<file path="src/hw/rtl/lsb_pkg.sv">
// types, codes and pattern tables shared by the led strobe and button controller
`timescale 1ns / 1ps

package lsb_pkg;

	// input action codes
	localparam logic [1:0] ACT_TICK    = 2'd0;
	localparam logic [1:0] ACT_PRESS   = 2'd1;
	localparam logic [1:0] ACT_RELEASE = 2'd2;
	localparam logic [1:0] ACT_DONE    = 2'd3;

	// button numbers
	localparam logic [1:0] BTN_LEFT  = 2'd1;
	localparam logic [1:0] BTN_RIGHT = 2'd2;

	// configuration register indexes
	localparam int         CFG_IDX_W      = 2;
	localparam int         CFG_DATA_W     = 12;
	localparam logic [1:0] CFG_HOLD_TICKS = 2'd0;
	localparam logic [1:0] CFG_LEVEL_HIGH = 2'd1;
	localparam logic [1:0] CFG_LEVEL_MID  = 2'd2;
	localparam logic [1:0] CFG_LEVEL_LOW  = 2'd3;

	// configuration reset values
	localparam logic [11:0] HOLD_TICKS_RST = 12'd1500;
	localparam logic [7:0]  LEVEL_HIGH_RST = 8'hFF;
	localparam logic [7:0]  LEVEL_MID_RST  = 8'h40;
	localparam logic [7:0]  LEVEL_LOW_RST  = 8'h01;

	// brightness and pattern indexes
	localparam logic [1:0] BRIGHT_HIGH  = 2'd0;
	localparam logic [1:0] BRIGHT_MID   = 2'd1;
	localparam logic [1:0] BRIGHT_LAST  = 2'd2;
	localparam logic [2:0] PATTERN_LAST = 3'd5;

	// counter limits
	localparam logic [11:0] HOLD_MAX   = 12'hFFF;
	localparam logic [9:0]  STROBE_MAX = 10'h3FF;

	// operation classes handed from front to back
	typedef enum logic [2:0] {
		OP_NONE,
		OP_TICK,
		OP_DONE,
		OP_RIGHT_PRESS,
		OP_LEFT_PRESS,
		OP_LEFT_RELEASE
	} op_t;

	// strobe phase
	typedef enum logic [1:0] {
		PH_IDLE,
		PH_OFF,
		PH_ON
	} phase_t;

	// one queue beat
	typedef struct packed {
		logic valid;
		op_t  op;
	} q_beat_t;

	// off time in ticks per pattern, zero for solid
	function automatic logic [9:0] off_time(input logic [2:0] pat);
		logic [9:0] t;
		unique case (pat)
			3'd1:    t = 10'd900;
			3'd2:    t = 10'd450;
			3'd3:    t = 10'd300;
			3'd4:    t = 10'd200;
			3'd5:    t = 10'd100;
			default: t = 10'd0;
		endcase
		return t;
	endfunction

	// on time in ticks per pattern, zero for solid
	function automatic logic [9:0] on_time(input logic [2:0] pat);
		logic [9:0] t;
		unique case (pat)
			3'd1:    t = 10'd100;
			3'd2:    t = 10'd30;
			3'd3:    t = 10'd20;
			3'd4:    t = 10'd10;
			3'd5:    t = 10'd10;
			default: t = 10'd0;
		endcase
		return t;
	endfunction

endpackage

</file>
<file path="src/hw/rtl/lsb_if.sv">
// event and result channel interfaces
`timescale 1ns / 1ps

interface lsb_evt_if;
	logic       valid;
	logic       ready;
	logic [1:0] action;
	logic [1:0] button;

	modport source (output valid, output action, output button, input ready);
	modport sink (input valid, input action, input button, output ready);
endinterface

interface lsb_res_if;
	logic       valid;
	logic       ready;
	logic [7:0] led_level;
	logic       led_write;
	logic       morse_start;
	logic       busy_res;

	modport source (output valid, output led_level, output led_write, output morse_start,
		output busy_res, input ready);
	modport sink (input valid, input led_level, input led_write, input morse_start,
		input busy_res, output ready);
endinterface

</file>
<file path="src/hw/rtl/lsb_front.sv">
// front end: takes event beats and classifies them into operations
`timescale 1ns / 1ps

module lsb_front (
	lsb_evt_if.sink          evt,
	output lsb_pkg::q_beat_t push,
	input  logic             push_ready
);

	lsb_pkg::op_t op;

	// decode action and button into one operation
	always_comb begin
		op = lsb_pkg::OP_NONE;
		unique case (evt.action)
			lsb_pkg::ACT_TICK: begin
				op = lsb_pkg::OP_TICK;
			end
			lsb_pkg::ACT_DONE: begin
				op = lsb_pkg::OP_DONE;
			end
			lsb_pkg::ACT_PRESS: begin
				if (evt.button == lsb_pkg::BTN_RIGHT) begin
					op = lsb_pkg::OP_RIGHT_PRESS;
				end else if (evt.button == lsb_pkg::BTN_LEFT) begin
					op = lsb_pkg::OP_LEFT_PRESS;
				end
			end
			lsb_pkg::ACT_RELEASE: begin
				if (evt.button == lsb_pkg::BTN_LEFT) begin
					op = lsb_pkg::OP_LEFT_RELEASE;
				end
			end
		endcase
	end

	// hand the beat to the queue
	assign push.valid = evt.valid;
	assign push.op    = op;
	assign evt.ready  = push_ready;

endmodule

</file>
<file path="src/hw/rtl/lsb_queue.sv">
// small operation queue between front and back
`timescale 1ns / 1ps

module lsb_queue #(
	parameter int Depth = 2
) (
	input  logic             clk,
	input  logic             arst_n,
	input  lsb_pkg::q_beat_t push,
	output logic             push_ready,
	output lsb_pkg::q_beat_t head,
	input  logic             pop
);

	localparam int PtrW = (Depth > 1) ? $clog2(Depth) : 1;
	localparam int CntW = $clog2(Depth + 1);

	lsb_pkg::op_t    mem_q [Depth];
	logic [PtrW-1:0] wr_ptr_q;
	logic [PtrW-1:0] rd_ptr_q;
	logic [CntW-1:0] cnt_q;
	logic            do_push;
	logic            do_pop;

	assign push_ready = (cnt_q != CntW'(Depth));
	assign head.valid = (cnt_q != '0);
	assign head.op    = mem_q[rd_ptr_q];
	assign do_push    = push.valid && push_ready;
	assign do_pop     = pop && head.valid;

	// storage
	always_ff @(posedge clk) begin
		if (do_push) begin
			mem_q[wr_ptr_q] <= push.op;
		end
	end

	// pointers and fill count
	always_ff @(posedge clk or negedge arst_n) begin
		if (!arst_n) begin
			wr_ptr_q <= '0;
			rd_ptr_q <= '0;
			cnt_q    <= '0;
		end else begin
			if (do_push) begin
				wr_ptr_q <= (wr_ptr_q == PtrW'(Depth - 1)) ? '0 : wr_ptr_q + 1'b1;
			end
			if (do_pop) begin
				rd_ptr_q <= (rd_ptr_q == PtrW'(Depth - 1)) ? '0 : rd_ptr_q + 1'b1;
			end
			unique case ({do_push, do_pop})
				2'b10:   cnt_q <= cnt_q + 1'b1;
				2'b01:   cnt_q <= cnt_q - 1'b1;
				default: cnt_q <= cnt_q;
			endcase
		end
	end

	a_cnt_bound: assert property (@(posedge clk) disable iff (!arst_n)
		cnt_q <= CntW'(Depth))
		else $error("queue fill count beyond depth");

	a_cnt_up: assert property (@(posedge clk) disable iff (!arst_n)
		(do_push && !do_pop) |=> cnt_q == CntW'($past(cnt_q) + 1'b1))
		else $error("queue count missed a push");

	a_cnt_down: assert property (@(posedge clk) disable iff (!arst_n)
		(do_pop && !do_push) |=> cnt_q == CntW'($past(cnt_q) - 1'b1))
		else $error("queue count missed a pop");

endmodule

</file>
<file path="src/hw/rtl/lsb_back.sv">
// back end: button, hold and strobe state, config registers and result register
`timescale 1ns / 1ps

module lsb_back (
	input  logic                            clk,
	input  logic                            arst_n,
	input  lsb_pkg::q_beat_t                head,
	output logic                            pop,
	input  logic                            cfg_we,
	input  logic [lsb_pkg::CFG_IDX_W-1:0]   cfg_idx,
	input  logic [lsb_pkg::CFG_DATA_W-1:0]  cfg_wdata,
	lsb_res_if.source                       res
);

	// config registers
	logic [11:0] hold_ticks_q;
	logic [7:0]  level_high_q;
	logic [7:0]  level_mid_q;
	logic [7:0]  level_low_q;

	// block state
	logic [1:0]       bright_q, bright_d;
	logic [2:0]       pat_q, pat_d;
	logic             hold_run_q, hold_run_d;
	logic [11:0]      hold_cnt_q, hold_cnt_d;
	logic             busy_q, busy_d;
	lsb_pkg::phase_t  phase_q, phase_d;
	logic [9:0]       scnt_q, scnt_d;
	logic [7:0]       led_q, led_d;

	// result register
	logic       res_valid_q;
	logic [7:0] res_level_q;
	logic       res_write_q;
	logic       res_start_q;
	logic       res_busy_q;

	// helpers
	logic [11:0] hold_inc;
	logic [9:0]  scnt_inc;
	logic [9:0]  period;
	logic [2:0]  pat_nx;
	logic [1:0]  bright_nx;
	logic [2:0]  rst_pat;
	logic        rst_solid;
	logic        hold_fire;
	logic        wrote;
	logic        start;

	function automatic logic [7:0] pick_level(input logic [1:0] idx, input logic [7:0] hi,
		input logic [7:0] mid, input logic [7:0] lo);
		logic [7:0] v;
		unique case (idx)
			lsb_pkg::BRIGHT_HIGH: v = hi;
			lsb_pkg::BRIGHT_MID:  v = mid;
			default:              v = lo;
		endcase
		return v;
	endfunction

	// take the next operation once the result register is free
	assign pop = head.valid && (!res_valid_q || res.ready);

	// saturating counts, periods and wrapped indexes
	assign hold_inc  = (hold_cnt_q == lsb_pkg::HOLD_MAX) ? hold_cnt_q : hold_cnt_q + 12'd1;
	assign scnt_inc  = (scnt_q == lsb_pkg::STROBE_MAX) ? scnt_q : scnt_q + 10'd1;
	assign period    = (phase_q == lsb_pkg::PH_OFF) ? lsb_pkg::off_time(pat_q)
		: lsb_pkg::on_time(pat_q);
	assign pat_nx    = (pat_q == lsb_pkg::PATTERN_LAST) ? 3'd0 : pat_q + 3'd1;
	assign bright_nx = (bright_q == lsb_pkg::BRIGHT_LAST) ? 2'd0 : bright_q + 2'd1;
	assign hold_fire = hold_run_q && (hold_inc >= hold_ticks_q);
	assign rst_pat   = (head.op == lsb_pkg::OP_RIGHT_PRESS) ? pat_nx : pat_q;
	assign rst_solid = (lsb_pkg::off_time(rst_pat) == 10'd0);

	// next state for the operation at the queue head
	always_comb begin
		bright_d   = bright_q;
		pat_d      = pat_q;
		hold_run_d = hold_run_q;
		hold_cnt_d = hold_cnt_q;
		busy_d     = busy_q;
		phase_d    = phase_q;
		scnt_d     = scnt_q;
		led_d      = led_q;
		wrote      = 1'b0;
		start      = 1'b0;
		unique case (head.op)
			lsb_pkg::OP_TICK: begin
				if (hold_run_q) begin
					hold_cnt_d = hold_inc;
				end
				if (hold_fire) begin
					hold_run_d = 1'b0;
					phase_d    = lsb_pkg::PH_IDLE;
					scnt_d     = 10'd0;
					busy_d     = 1'b1;
					start      = 1'b1;
				end else if (phase_q == lsb_pkg::PH_OFF || phase_q == lsb_pkg::PH_ON) begin
					if (period == 10'd0) begin
						phase_d = lsb_pkg::PH_IDLE;
						scnt_d  = 10'd0;
					end else begin
						scnt_d = scnt_inc;
						if (scnt_inc >= period) begin
							scnt_d = 10'd0;
							wrote  = 1'b1;
							if (phase_q == lsb_pkg::PH_OFF) begin
								led_d   = pick_level(bright_q, level_high_q, level_mid_q,
									level_low_q);
								phase_d = lsb_pkg::PH_ON;
							end else begin
								led_d   = 8'd0;
								phase_d = lsb_pkg::PH_OFF;
							end
						end
					end
				end
			end
			lsb_pkg::OP_DONE, lsb_pkg::OP_RIGHT_PRESS: begin
				// strobe restart for the current or the next pattern
				if ((head.op == lsb_pkg::OP_DONE) == busy_q) begin
					pat_d  = rst_pat;
					busy_d = 1'b0;
					scnt_d = 10'd0;
					if (rst_solid) begin
						phase_d = lsb_pkg::PH_IDLE;
						led_d   = pick_level(bright_q, level_high_q, level_mid_q, level_low_q);
						wrote   = 1'b1;
					end else begin
						phase_d = lsb_pkg::PH_OFF;
					end
				end
			end
			lsb_pkg::OP_LEFT_PRESS: begin
				if (!busy_q) begin
					hold_run_d = 1'b1;
					hold_cnt_d = 12'd0;
				end
			end
			lsb_pkg::OP_LEFT_RELEASE: begin
				if (!busy_q && hold_run_q) begin
					hold_run_d = 1'b0;
					hold_cnt_d = 12'd0;
					bright_d   = bright_nx;
					if (lsb_pkg::off_time(pat_q) == 10'd0) begin
						led_d = pick_level(bright_nx, level_high_q, level_mid_q, level_low_q);
						wrote = 1'b1;
					end
				end
			end
			default: begin
			end
		endcase
	end

	// config writes
	always_ff @(posedge clk or negedge arst_n) begin
		if (!arst_n) begin
			hold_ticks_q <= lsb_pkg::HOLD_TICKS_RST;
			level_high_q <= lsb_pkg::LEVEL_HIGH_RST;
			level_mid_q  <= lsb_pkg::LEVEL_MID_RST;
			level_low_q  <= lsb_pkg::LEVEL_LOW_RST;
		end else if (cfg_we) begin
			unique case (cfg_idx)
				lsb_pkg::CFG_HOLD_TICKS: hold_ticks_q <= cfg_wdata;
				lsb_pkg::CFG_LEVEL_HIGH: level_high_q <= cfg_wdata[7:0];
				lsb_pkg::CFG_LEVEL_MID:  level_mid_q  <= cfg_wdata[7:0];
				lsb_pkg::CFG_LEVEL_LOW:  level_low_q  <= cfg_wdata[7:0];
			endcase
		end
	end

	// state update and result valid
	always_ff @(posedge clk or negedge arst_n) begin
		if (!arst_n) begin
			bright_q    <= 2'd0;
			pat_q       <= 3'd0;
			hold_run_q  <= 1'b0;
			hold_cnt_q  <= 12'd0;
			busy_q      <= 1'b0;
			phase_q     <= lsb_pkg::PH_IDLE;
			scnt_q      <= 10'd0;
			led_q       <= lsb_pkg::LEVEL_HIGH_RST;
			res_valid_q <= 1'b0;
		end else begin
			if (pop) begin
				bright_q    <= bright_d;
				pat_q       <= pat_d;
				hold_run_q  <= hold_run_d;
				hold_cnt_q  <= hold_cnt_d;
				busy_q      <= busy_d;
				phase_q     <= phase_d;
				scnt_q      <= scnt_d;
				led_q       <= led_d;
				res_valid_q <= 1'b1;
			end else if (res.ready) begin
				res_valid_q <= 1'b0;
			end
		end
	end

	// result payload
	always_ff @(posedge clk) begin
		if (pop) begin
			res_level_q <= led_d;
			res_write_q <= wrote;
			res_start_q <= start;
			res_busy_q  <= busy_d;
		end
	end

	assign res.valid       = res_valid_q;
	assign res.led_level   = res_level_q;
	assign res.led_write   = res_write_q;
	assign res.morse_start = res_start_q;
	assign res.busy_res    = res_busy_q;

	a_no_overwrite: assert property (@(posedge clk) disable iff (!arst_n)
		(res_valid_q && !res.ready) |-> !pop)
		else $error("result beat overwritten while stalled");

	a_busy_no_hold: assert property (@(posedge clk) disable iff (!arst_n)
		busy_q |-> !hold_run_q)
		else $error("hold running during morse playback");

	a_start_busy: assert property (@(posedge clk) disable iff (!arst_n)
		(pop && start) |=> (res.valid && res.morse_start && res.busy_res))
		else $error("morse start beat not flagged busy");

endmodule

</file>
<file path="src/hw/rtl/led_strobe_button_controller.sv">
// top level of the led strobe and button controller
//
//   channel  dir  handshake     payload
//   evt      in   valid/ready   action[1:0], button[1:0]
//   res      out  valid/ready   led_level[7:0], led_write, morse_start, busy_res
//   cfg      in   cfg_we        cfg_idx[1:0], cfg_wdata[11:0]
//
// one event beat per cycle sustained while the result side takes beats;
// each result beat is registered in the back end after its event beat
// passes the operation queue, which holds QueueDepth beats, so the event
// side keeps taking up to that many beats while the result side stalls
// arst_n clears control state and loads register defaults; no clearing pass
`timescale 1ns / 1ps

module led_strobe_button_controller #(
	parameter int QueueDepth = 2
) (
	input  logic                           clk,
	input  logic                           arst_n,
	lsb_evt_if.sink                        evt,
	lsb_res_if.source                      res,
	input  logic                           cfg_we,
	input  logic [lsb_pkg::CFG_IDX_W-1:0]  cfg_idx,
	input  logic [lsb_pkg::CFG_DATA_W-1:0] cfg_wdata
);

	lsb_pkg::q_beat_t push;
	lsb_pkg::q_beat_t head;
	logic             push_ready;
	logic             pop;

	// classify incoming beats
	lsb_front u_front (
		.evt        (evt),
		.push       (push),
		.push_ready (push_ready)
	);

	// decouple front and back
	lsb_queue #(
		.Depth (QueueDepth)
	) u_queue (
		.clk        (clk),
		.arst_n     (arst_n),
		.push       (push),
		.push_ready (push_ready),
		.head       (head),
		.pop        (pop)
	);

	// carry out operations
	lsb_back u_back (
		.clk       (clk),
		.arst_n    (arst_n),
		.head      (head),
		.pop       (pop),
		.cfg_we    (cfg_we),
		.cfg_idx   (cfg_idx),
		.cfg_wdata (cfg_wdata),
		.res       (res)
	);

endmodule
</file>
<file path="src/flat_wrapper.sv">
// flat-port wrapper written by rule: the top's interface ports become plain ports
module led_strobe_button_controller_flat 
#(
	parameter int QueueDepth = 2
)
  (clk, arst_n, cfg_we, cfg_idx, cfg_wdata, evt_valid, evt_action, evt_button, evt_ready, res_valid, res_led_level, res_led_write, res_morse_start, res_busy_res, res_ready);
  lsb_evt_if evt_i ();
  lsb_res_if res_i ();
  input  logic clk;
  input  logic arst_n;
  input  logic cfg_we;
  input  logic [lsb_pkg::CFG_IDX_W-1:0] cfg_idx;
  input  logic [lsb_pkg::CFG_DATA_W-1:0] cfg_wdata;
  input wire logic [$bits(evt_i.valid)-1:0] evt_valid;
  input wire logic [$bits(evt_i.action)-1:0] evt_action;
  input wire logic [$bits(evt_i.button)-1:0] evt_button;
  output wire logic [$bits(evt_i.ready)-1:0] evt_ready;
  output wire logic [$bits(res_i.valid)-1:0] res_valid;
  output wire logic [$bits(res_i.led_level)-1:0] res_led_level;
  output wire logic [$bits(res_i.led_write)-1:0] res_led_write;
  output wire logic [$bits(res_i.morse_start)-1:0] res_morse_start;
  output wire logic [$bits(res_i.busy_res)-1:0] res_busy_res;
  input wire logic [$bits(res_i.ready)-1:0] res_ready;
  assign evt_i.valid = evt_valid;
  assign evt_i.action = evt_action;
  assign evt_i.button = evt_button;
  assign evt_ready = evt_i.ready;
  assign res_valid = res_i.valid;
  assign res_led_level = res_i.led_level;
  assign res_led_write = res_i.led_write;
  assign res_morse_start = res_i.morse_start;
  assign res_busy_res = res_i.busy_res;
  assign res_i.ready = res_ready;
  led_strobe_button_controller #(.QueueDepth(QueueDepth)) u_core (.clk(clk), .arst_n(arst_n), .evt(evt_i), .res(res_i), .cfg_we(cfg_we), .cfg_idx(cfg_idx), .cfg_wdata(cfg_wdata));
endmodule
</file>
<file path="config.mk">
export PLATFORM = sky130hd
export DESIGN_NAME = led_strobe_button_controller_flat
export DESIGN_NICKNAME = d
export VERILOG_FILES = /design/src/hw/rtl/lsb_pkg.sv /design/src/hw/rtl/lsb_if.sv /design/src/hw/rtl/lsb_front.sv /design/src/hw/rtl/lsb_queue.sv /design/src/hw/rtl/lsb_back.sv /design/src/hw/rtl/led_strobe_button_controller.sv /design/src/flat_wrapper.sv
export SDC_FILE = /design/constraint.sdc
export NUM_CORES = 1
export LEC_CHECK = 0
export ABC_CLOCK_PERIOD_IN_PS = 3370
export BUFFER_PORTS_ARGS = -buffer_cell sky130_fd_sc_hd__buf_2
export CORE_MARGIN = 1
export CORE_UTILIZATION = 40
export DETAILED_ROUTE_END_ITERATION = 7
export PLACE_DENSITY = 0.67
export SLEW_MARGIN = 10
export SYNTH_ARGS = -nofsm -noshare
export SYNTH_HDL_FRONTEND = slang
export SYNTH_SLANG_ARGS = --single-unit
export TNS_END_PERCENT = 50
</file>
<file path="constraint.sdc">
create_clock -name clk -period 3.37 [get_ports clk]
set_input_delay 0.1685 -clock clk [delete_from_list [all_inputs] [get_ports clk]]
set_output_delay 0.1685 -clock clk [all_outputs]
set_load 0.005 [all_outputs]
</file>
Word-level counts from Yosys, hierarchy flattened

Memory sizes are Yosys's and may differ from the RTL's.
Index checks and enable logic that the tools add are counted.

Register bits: 91
RAM bits: 6
Input bits: 23
Output and inout port bits: 13
Word-level logic and storage cells: 174
Memories: 1

$add $sub $neg: 8
$lt $le $gt $ge: 2
Equality and inequality tests: 41
Multiplexer cells: 69
Reduce and logical (&&, ||, !) cells: 33

Memory list:

| name                 | depth | width | rd ports | clocked after memory_dff | wr ports | line            | RTL |
|---|---|---|---|---|---|---|---|
| u_core.u_queue.mem_q | 2     | 3     | 1        | 0                        | 1        | lsb_queue.sv:18 | `lsb_pkg::op_t mem_q [Depth];` |

Operators with widths:

| operator                                      | number |
|---|---|
| case mux 10 bit (5 select lines)              | 2 |
| two-way mux 10 bit                            | 9 |
| two-way mux 8 bit                             | 9 |
| two-way mux 12 bit                            | 4 |
| case mux 12 bit (3 select lines)              | 1 |
| case mux 8 bit (2 select lines)               | 2 |
| zero test 10 bit                              | 3 |
| case mux 7 bit (4 select lines)               | 1 |
| case mux 8 bit (3 select lines)               | 1 |
| two-way mux 1 bit                             | 21 |
| case mux 10 bit (2 select lines)              | 1 |
| == test 3 x 2 -> 1 bit, second input constant | 6 |
| == test 3 bit, second input constant          | 6 |
| == test 2 bit, second input constant          | 8 |
| two-way mux 3 bit                             | 5 |
| AND reduction 5 bit                           | 3 |
| == test 2 x 1 -> 1 bit, second input constant | 7 |
| two-way mux 2 bit                             | 7 |
| adder 12 x 1 -> 12 bit, second input constant | 1 |
| == test 12 bit, second input constant         | 1 |
| >= comparator 12 bit                          | 1 |
| != test 2 bit, second input constant          | 6 |
| case mux 3 bit (4 select lines)               | 1 |
| adder 10 x 1 -> 10 bit, second input constant | 1 |
| other kinds (23)                              | 46 |

Longest topological paths before layout

Depth in word-level cells: 10
Depth in mapped cells: 18
Depth with buffers taken out: 15

By module

From an unflattened synthesis, not the netlist that was laid out.

Cell total of the unflattened synthesis: 637
Area, all modules: 6199.7 um^2

Modules (own cells, without submodules):

| module    | times used | cells an instance | area each (um^2) | seq. area each (um^2) |
|---|---|---|---|---|
| lsb_back  | 1          | 601               | 5719.2           | 2263.4 |
| lsb_queue | 1          | 26                | 409.1            | 280.3 |
| lsb_front | 1          | 10                | 71.3             | 0.0 |

Worst setup path after synthesis

Ideal clock, no wire load.

Kind: flip-flop to flip-flop
From: register u_core.u_back.hold_cnt_q[2]
To: register u_core.u_back.scnt_q[0]
Setup time: 0.095 ns
Arrival time: 3.621 ns
Required time: 3.275 ns
Setup slack: -0.347 ns
Stages on the path, launching flop included: 17
Buffers on the path: 2
Period minus slack after synthesis: 3.717 ns
Path through: dfrtp_1 > and3_1 > and3_1 > clkbuf_2 > and4_1 > buf_2 > nand4_1 > nand2_1 > nor2_1 > xor2_1 > ha_1 > a41oi_1 > a221o_1 > a31oi_2 > o21ai_1 > or4_4 > o31ai_1

Word-level cells in the longest chain between the ends: 6
Elaborated cells between the ends (all ways): 9
Classes of those cells: 1 x add/sub; 1 x order compare; 2 x eq/ne; 3 x mux; 2 x reduce/logical

Ends and longest elaborated chain:

| what                                                                                     | line            | RTL |
|---|---|---|
| start, declared                                                                          | lsb_back.sv:25  | `logic [11:0] hold_cnt_q, hold_cnt_d;` |
| start signal, assigned                                                                   | lsb_back.sv:190 | `hold_cnt_q <= hold_cnt_d;` |
| adder 12 x 1 -> 12 bit / == test 12 bit (equally long branches)                          | lsb_back.sv:65  | `assign hold_inc = (hold_cnt_q == lsb_pkg::HOLD_MAX) ? hold_cnt_q : hold_cnt_q + 12'd1;` |
| two-way mux 12 bit *                                                                     | lsb_back.sv:65  |  |
| >= comparator 12 bit *                                                                   | lsb_back.sv:71  | `assign hold_fire = hold_run_q && (hold_inc >= hold_ticks_q);` |
| logical AND 1 bit *                                                                      | lsb_back.sv:71  |  |
| != test 3 bit (no line) / two-way mux 10 bit (equally long branches)                     | -               |  |
| AND reduction 4 bit (no line) / case mux 10 bit (2 select lines) (equally long branches) | -               |  |
| end signal, assigned                                                                     | lsb_back.sv:193 | `scnt_q <= scnt_d;` |
| end, declared                                                                            | lsb_back.sv:28  | `logic [9:0] scnt_q, scnt_d;` |

Mark *: on every way between the ends. The rest lies on a longest branch, timed or not.
A chain may end at the register's enable or synchronous reset.

Worst setup path in the final report

From: register u_core.u_back.hold_cnt_q[1]
To: register u_core.u_back.res_level_q[2] (netlist: u_core.u_back.res.led_level[2]), data pin

Word-level cells in the longest chain between the ends: 6
Elaborated cells between the ends (all ways): 7
Classes of those cells: 1 x add/sub; 1 x order compare; 1 x eq/ne; 3 x mux; 1 x reduce/logical

Ends and longest elaborated chain:

| what                                                            | line            | RTL |
|---|---|---|
| adder 12 x 1 -> 12 bit / == test 12 bit (equally long branches) | lsb_back.sv:65  |  |
| two-way mux 12 bit *                                            | lsb_back.sv:65  |  |
| >= comparator 12 bit *                                          | lsb_back.sv:71  |  |
| logical AND 1 bit *                                             | lsb_back.sv:71  |  |
| two-way mux 8 bit *                                             | lsb_back.sv:92  | `if (hold_fire) begin` |
| case mux 8 bit (3 select lines) *                               | lsb_back.sv:87  | `unique case (head.op)` |
| via u_core.u_back.led_d[2]                                      | lsb_back.sv:29  | `logic [7:0] led_q, led_d;` |
| end signal, assigned                                            | lsb_back.sv:205 | `res_level_q <= led_d;` |
| end, declared                                                   | lsb_back.sv:33  | `logic [7:0] res_level_q;` |

Mark *: on every way through the listed nets, which the timed path passes. The rest lies on a longest branch.

==> run summary <==
Leaving out fill and tap cells, the most frequent cell in the layout is buf_4. Power spread over the standard cell area amounts to 649.7 nW/µm². The tools report the clock buffer count from CTS as 9. Fill cells in the final layout number 1274. In the final routed layout, each cell accounts on average for 16.49 µm. The final critical-path required period was 3.518 ns.

The final layout contains 752 nets. Worst-margin pin slew: 1.041 ns. The estimated wirelength of the detail-placed design came out at 10070 µm. The worst hold slack across all endpoints was -0.02755 ns; the number of antenna violations at the first check in global routing was 0. The total overflow left after global routing is 0. The startpoint identified for the worst register-to-register timing path is u_core.u_back.hold_cnt_q[1]. In this run, synthesis inferred 17 flip-flops with an integrated enable. VDD sags by at most 0.0003513 V. The total iterations of the first detailed-routing run is 4, and the relative contribution of combinational cells to total power is 41.7%.

In this run, the number of DRC markers left after iteration 0 of detailed routing was 262. TritonCTS built the clock tree. On the final layout, the worst clock skew is 0.01228 ns. The count of clock tree sinks is 97. The area growth from synthesis to layout came out at 25.38%. The logs give 43.07% for the share of the yosys chip area belonging to registers and 14480 µm² for the core area.

Across every metal layer, demand over resource in global routing totals 20.54%. The count of nets left with antenna violations once routing finished came out at 0. The post-synthesis async set-or-reset flop share is 82.47%, and the post-detailed-route DRC marker count is 0.

The count of warnings emitted by yosys came out at 0. The portion of total power attributed to the clock network was 21.9%; the maximum fanout count along the critical path was 7. In the final timing run, aggregate negative setup slack is -1.396 ns. The most critical setup path has its startpoint at u_core.u_back.hold_cnt_q[1].

The worst slew margin relative to its limit was 30.59%. The number of nets handed over by synthesis was 656. Number of max-slew violations in the final report: 0.

The share of the clock period used by the worst path after layout came out at 104.4%. After floorplanning, the core was divided into 44 placement rows. The checks that failed: negative hold slack, negative setup slack. Fraction of power spent switching nets: 37.38%. The tools report the clock latency on the worst-skew pair as 0.36 ns. The synthesized design contains 97 register bits. Buffers placed on the I/O ports in this run total 35. The first global-routing pass estimated 24020 µm of wire.

The run gives 4935 as the total number of vias. STA classifies the critical path endpoint as a flip-flop. STA puts the critical path data required time at 3.46 ns.

Setup repair after global routing could not meet its margin everywhere. After detailed routing, the number of vias per cell comes to 5.539. The via count of the first global-routing pass is 4938. The classification of the worst setup path is reg -> reg. The synthesized netlist occupies a cell area of 5906 µm². In this run the clock root is driven by a clkbuf_16. For the synthesized netlist cell count, the log shows 606. The post-synthesis area per instance is 9.745 µm². For this block, the routed nets add up to 14700 µm of wire.

The arrival time reported for the critical path endpoint came out at 3.61 ns. The tools report the type of element launching the critical path as a flip-flop. Setup violations remaining at the end of the flow were counted as 21. The tools report the largest net degree at the start of global routing as 81. The floorplan die height was 123.5 µm; the maximum root-to-sink buffer count was 2. The number of antenna diodes in the final layout is 0.

The maximum clock frequency is 284.2 MHz. The flow ran to the end, but the final reports show violations. For the reported leakage power, the log shows 3.199 nW. The run gives 36.4% as the power share of the sequential group. Cell internal power was estimated by the tool at 3.013 mW. The die covers 15250 µm². The worst hold-check path type was in -> async. The number of distinct library cells after synthesis was 65; the switching power was 1.798 mW.

In the layout the commonest cells are buf_4, nand2_1, dfrtp_1, nor2_1, a21oi_1. During I/O placement, the number of pins put on the boundary was 36. The run gives 0.8643 as the final weighted congestion in routability-driven placement. Setup slack on the worst reg-to-reg path comes out at -0.15 ns.

The clock-pin slew of the registers on the worst-case setup and hold paths works out to 0.07 ns. The initial standard-cell utilization of the core is 40.79%. In this run the number of H-tree levels came out at 3.

In the final layout, the share of cells above drive strength 1 is 32.25%. The logs give 0 for the number of max-cap violations and -0.1483 ns for the setup slack after layout. In the synthesized netlist the dominant register cell turns out to be dfrtp_1. The tools report the hold violation count in the final report as 14. The die span in x was 123.5 µm.
[final timing paths]
path	to	cells past startpoint
max	u_core.u_back.res.led_level[2]	17
min	u_core.u_back.scnt_q[3]	1
max reg2reg	u_core.u_back.res.led_level[2]	17
min reg2reg	u_core.u_back.res.valid	2
max in group asynchronous	u_core.u_back.hold_cnt_q[1]	1
min in group clk	u_core.u_back.hold_ticks_q[9]	3
[layer usage]
| layer | wire length (µm) | GRT usage [%] |
|---|---|---|
| met1 | 6598 | 26.12 |
| met2 | 7272 | 34.57 |
| met3 | 552 | 3.736 |
| met4 | 272 | 7.831 |
| met5 | 0 | 0 |
[cells in the mapped netlist (all sizes together) (7+ instances only)]
cell type   n  area share, %
o211ai      8            1.0
a22o       21            3.1
nand2b      8           0.85
ha         27            5.7
a21oi      42            3.6
clkbuf     14           0.91
buf         9           0.85
mux2i      24            4.1
and3        9           0.95
edfxtp     17            8.6
nand3      10           0.85
mux2       30            5.7
o21ai      54            4.6
dfrtp      55             23
nand2      64            4.1
a31oi       7           0.95
xnor2      17            2.5
a21o       10            1.3
inv        29            1.8
dfstp      25             11
nand4       9            1.2
nor2       50            3.2
[critical path: stages (launching register included)]
cell      delay (ns)
dfrtp_1         0.41
ha_4            0.16
and3_4          0.17
and4_4          0.20
nand4_1         0.12
buf_6           0.19
nand2_4         0.08
nor2_4          0.04
xor2_1          0.14
ha_1            0.29
a41oi_2         0.11
a221o_1         0.34
buf_6           0.15
a31oi_4         0.20
buf_6           0.14
nor2_4          0.04
a222oi_1        0.38
nand2_1         0.10
[power by group through the flow]
stage	combinational [mW]	clock [mW]	sequential, mW
after global routing	2.22	1.11	1.78
after detailed placement	1.77	0	1.76
after floorplan	1.26	0	1.69
after global placement	1.70	0	1.74
after CTS	1.92	1.08	1.75
final	2.01	1.06	1.75
[sequential cells by signal, indices dropped and copies added (netlist names), 6 cells and up]
signal / count
u_core.u_back.level_low_q: 8
u_core.u_back.res.led_level: 8
u_core.u_back.level_high_q: 8
u_core.u_back.level_mid_q: 8
u_core.u_back.hold_cnt_q: 12
u_core.u_queue.mem_q: 6
u_core.u_back.hold_ticks_q: 12
u_core.u_back.scnt_q: 10
u_core.u_back.led_q: 8
[layout make-up]
class                           count  area (µm²)  share of cell area, %
Inverter                           29       108.9                  1.470
Timing Repair Buffer              108       780.7                  10.54
Clock inverter                      5       61.31                 0.8280
Clock buffer                       11       232.7                  3.143
Tap cell                          184       230.2                  3.109
Sequential cell                    97        2544                  34.35
Multi-Input combinational cell    457        3447                  46.55
[through the flow]
| step | instances | util, % | setup WS, ns | power, mW | instance area [µm²] |
|---|---|---|---|---|---|
| after global routing | 891 | 51.14 | -0.2434 | 5.120 | 7405 |
| final | 891 | 51.14 | -0.1483 | 4.811 | 7405 |
| after CTS | 883 | 49.77 | -0.07534 | 4.741 | 7206 |
| after global placement | 848 | 45.62 | -0.03290 | 3.441 | 6605 |
| after detailed placement | 848 | 45.62 | -0.1826 | 3.528 | 6605 |
| after floorplan | 606 | - | -0.2060 | 2.948 | 5953 |
[what timing repair did]
item | CTS | global route
endpoints found under the hold margin | 0 | 0
buffers inserted | 18 | 10
setup endpoints to repair | 27 | 30
pin swaps | 20 | 31
resized for setup | 34 | 36
hold buffers | 0 | 0
gates cloned | 1 | 0
[logic make-up (layout without fill, tap and decap cells)]
group	after synthesis	in the layout	synth area share [%]
AND/OR/NAND/NOR	183	183	15.30
AO/OA/AOI/OAI	171	171	19.26
buffers and inverters	52	153	3.602
multiplexers	54	54	9.788
flip-flops	97	97	43.07
XOR/XNOR	22	22	3.263
adder cells (fa/ha/maj)	27	27	5.720
Power figures use the tool's default switching activity.
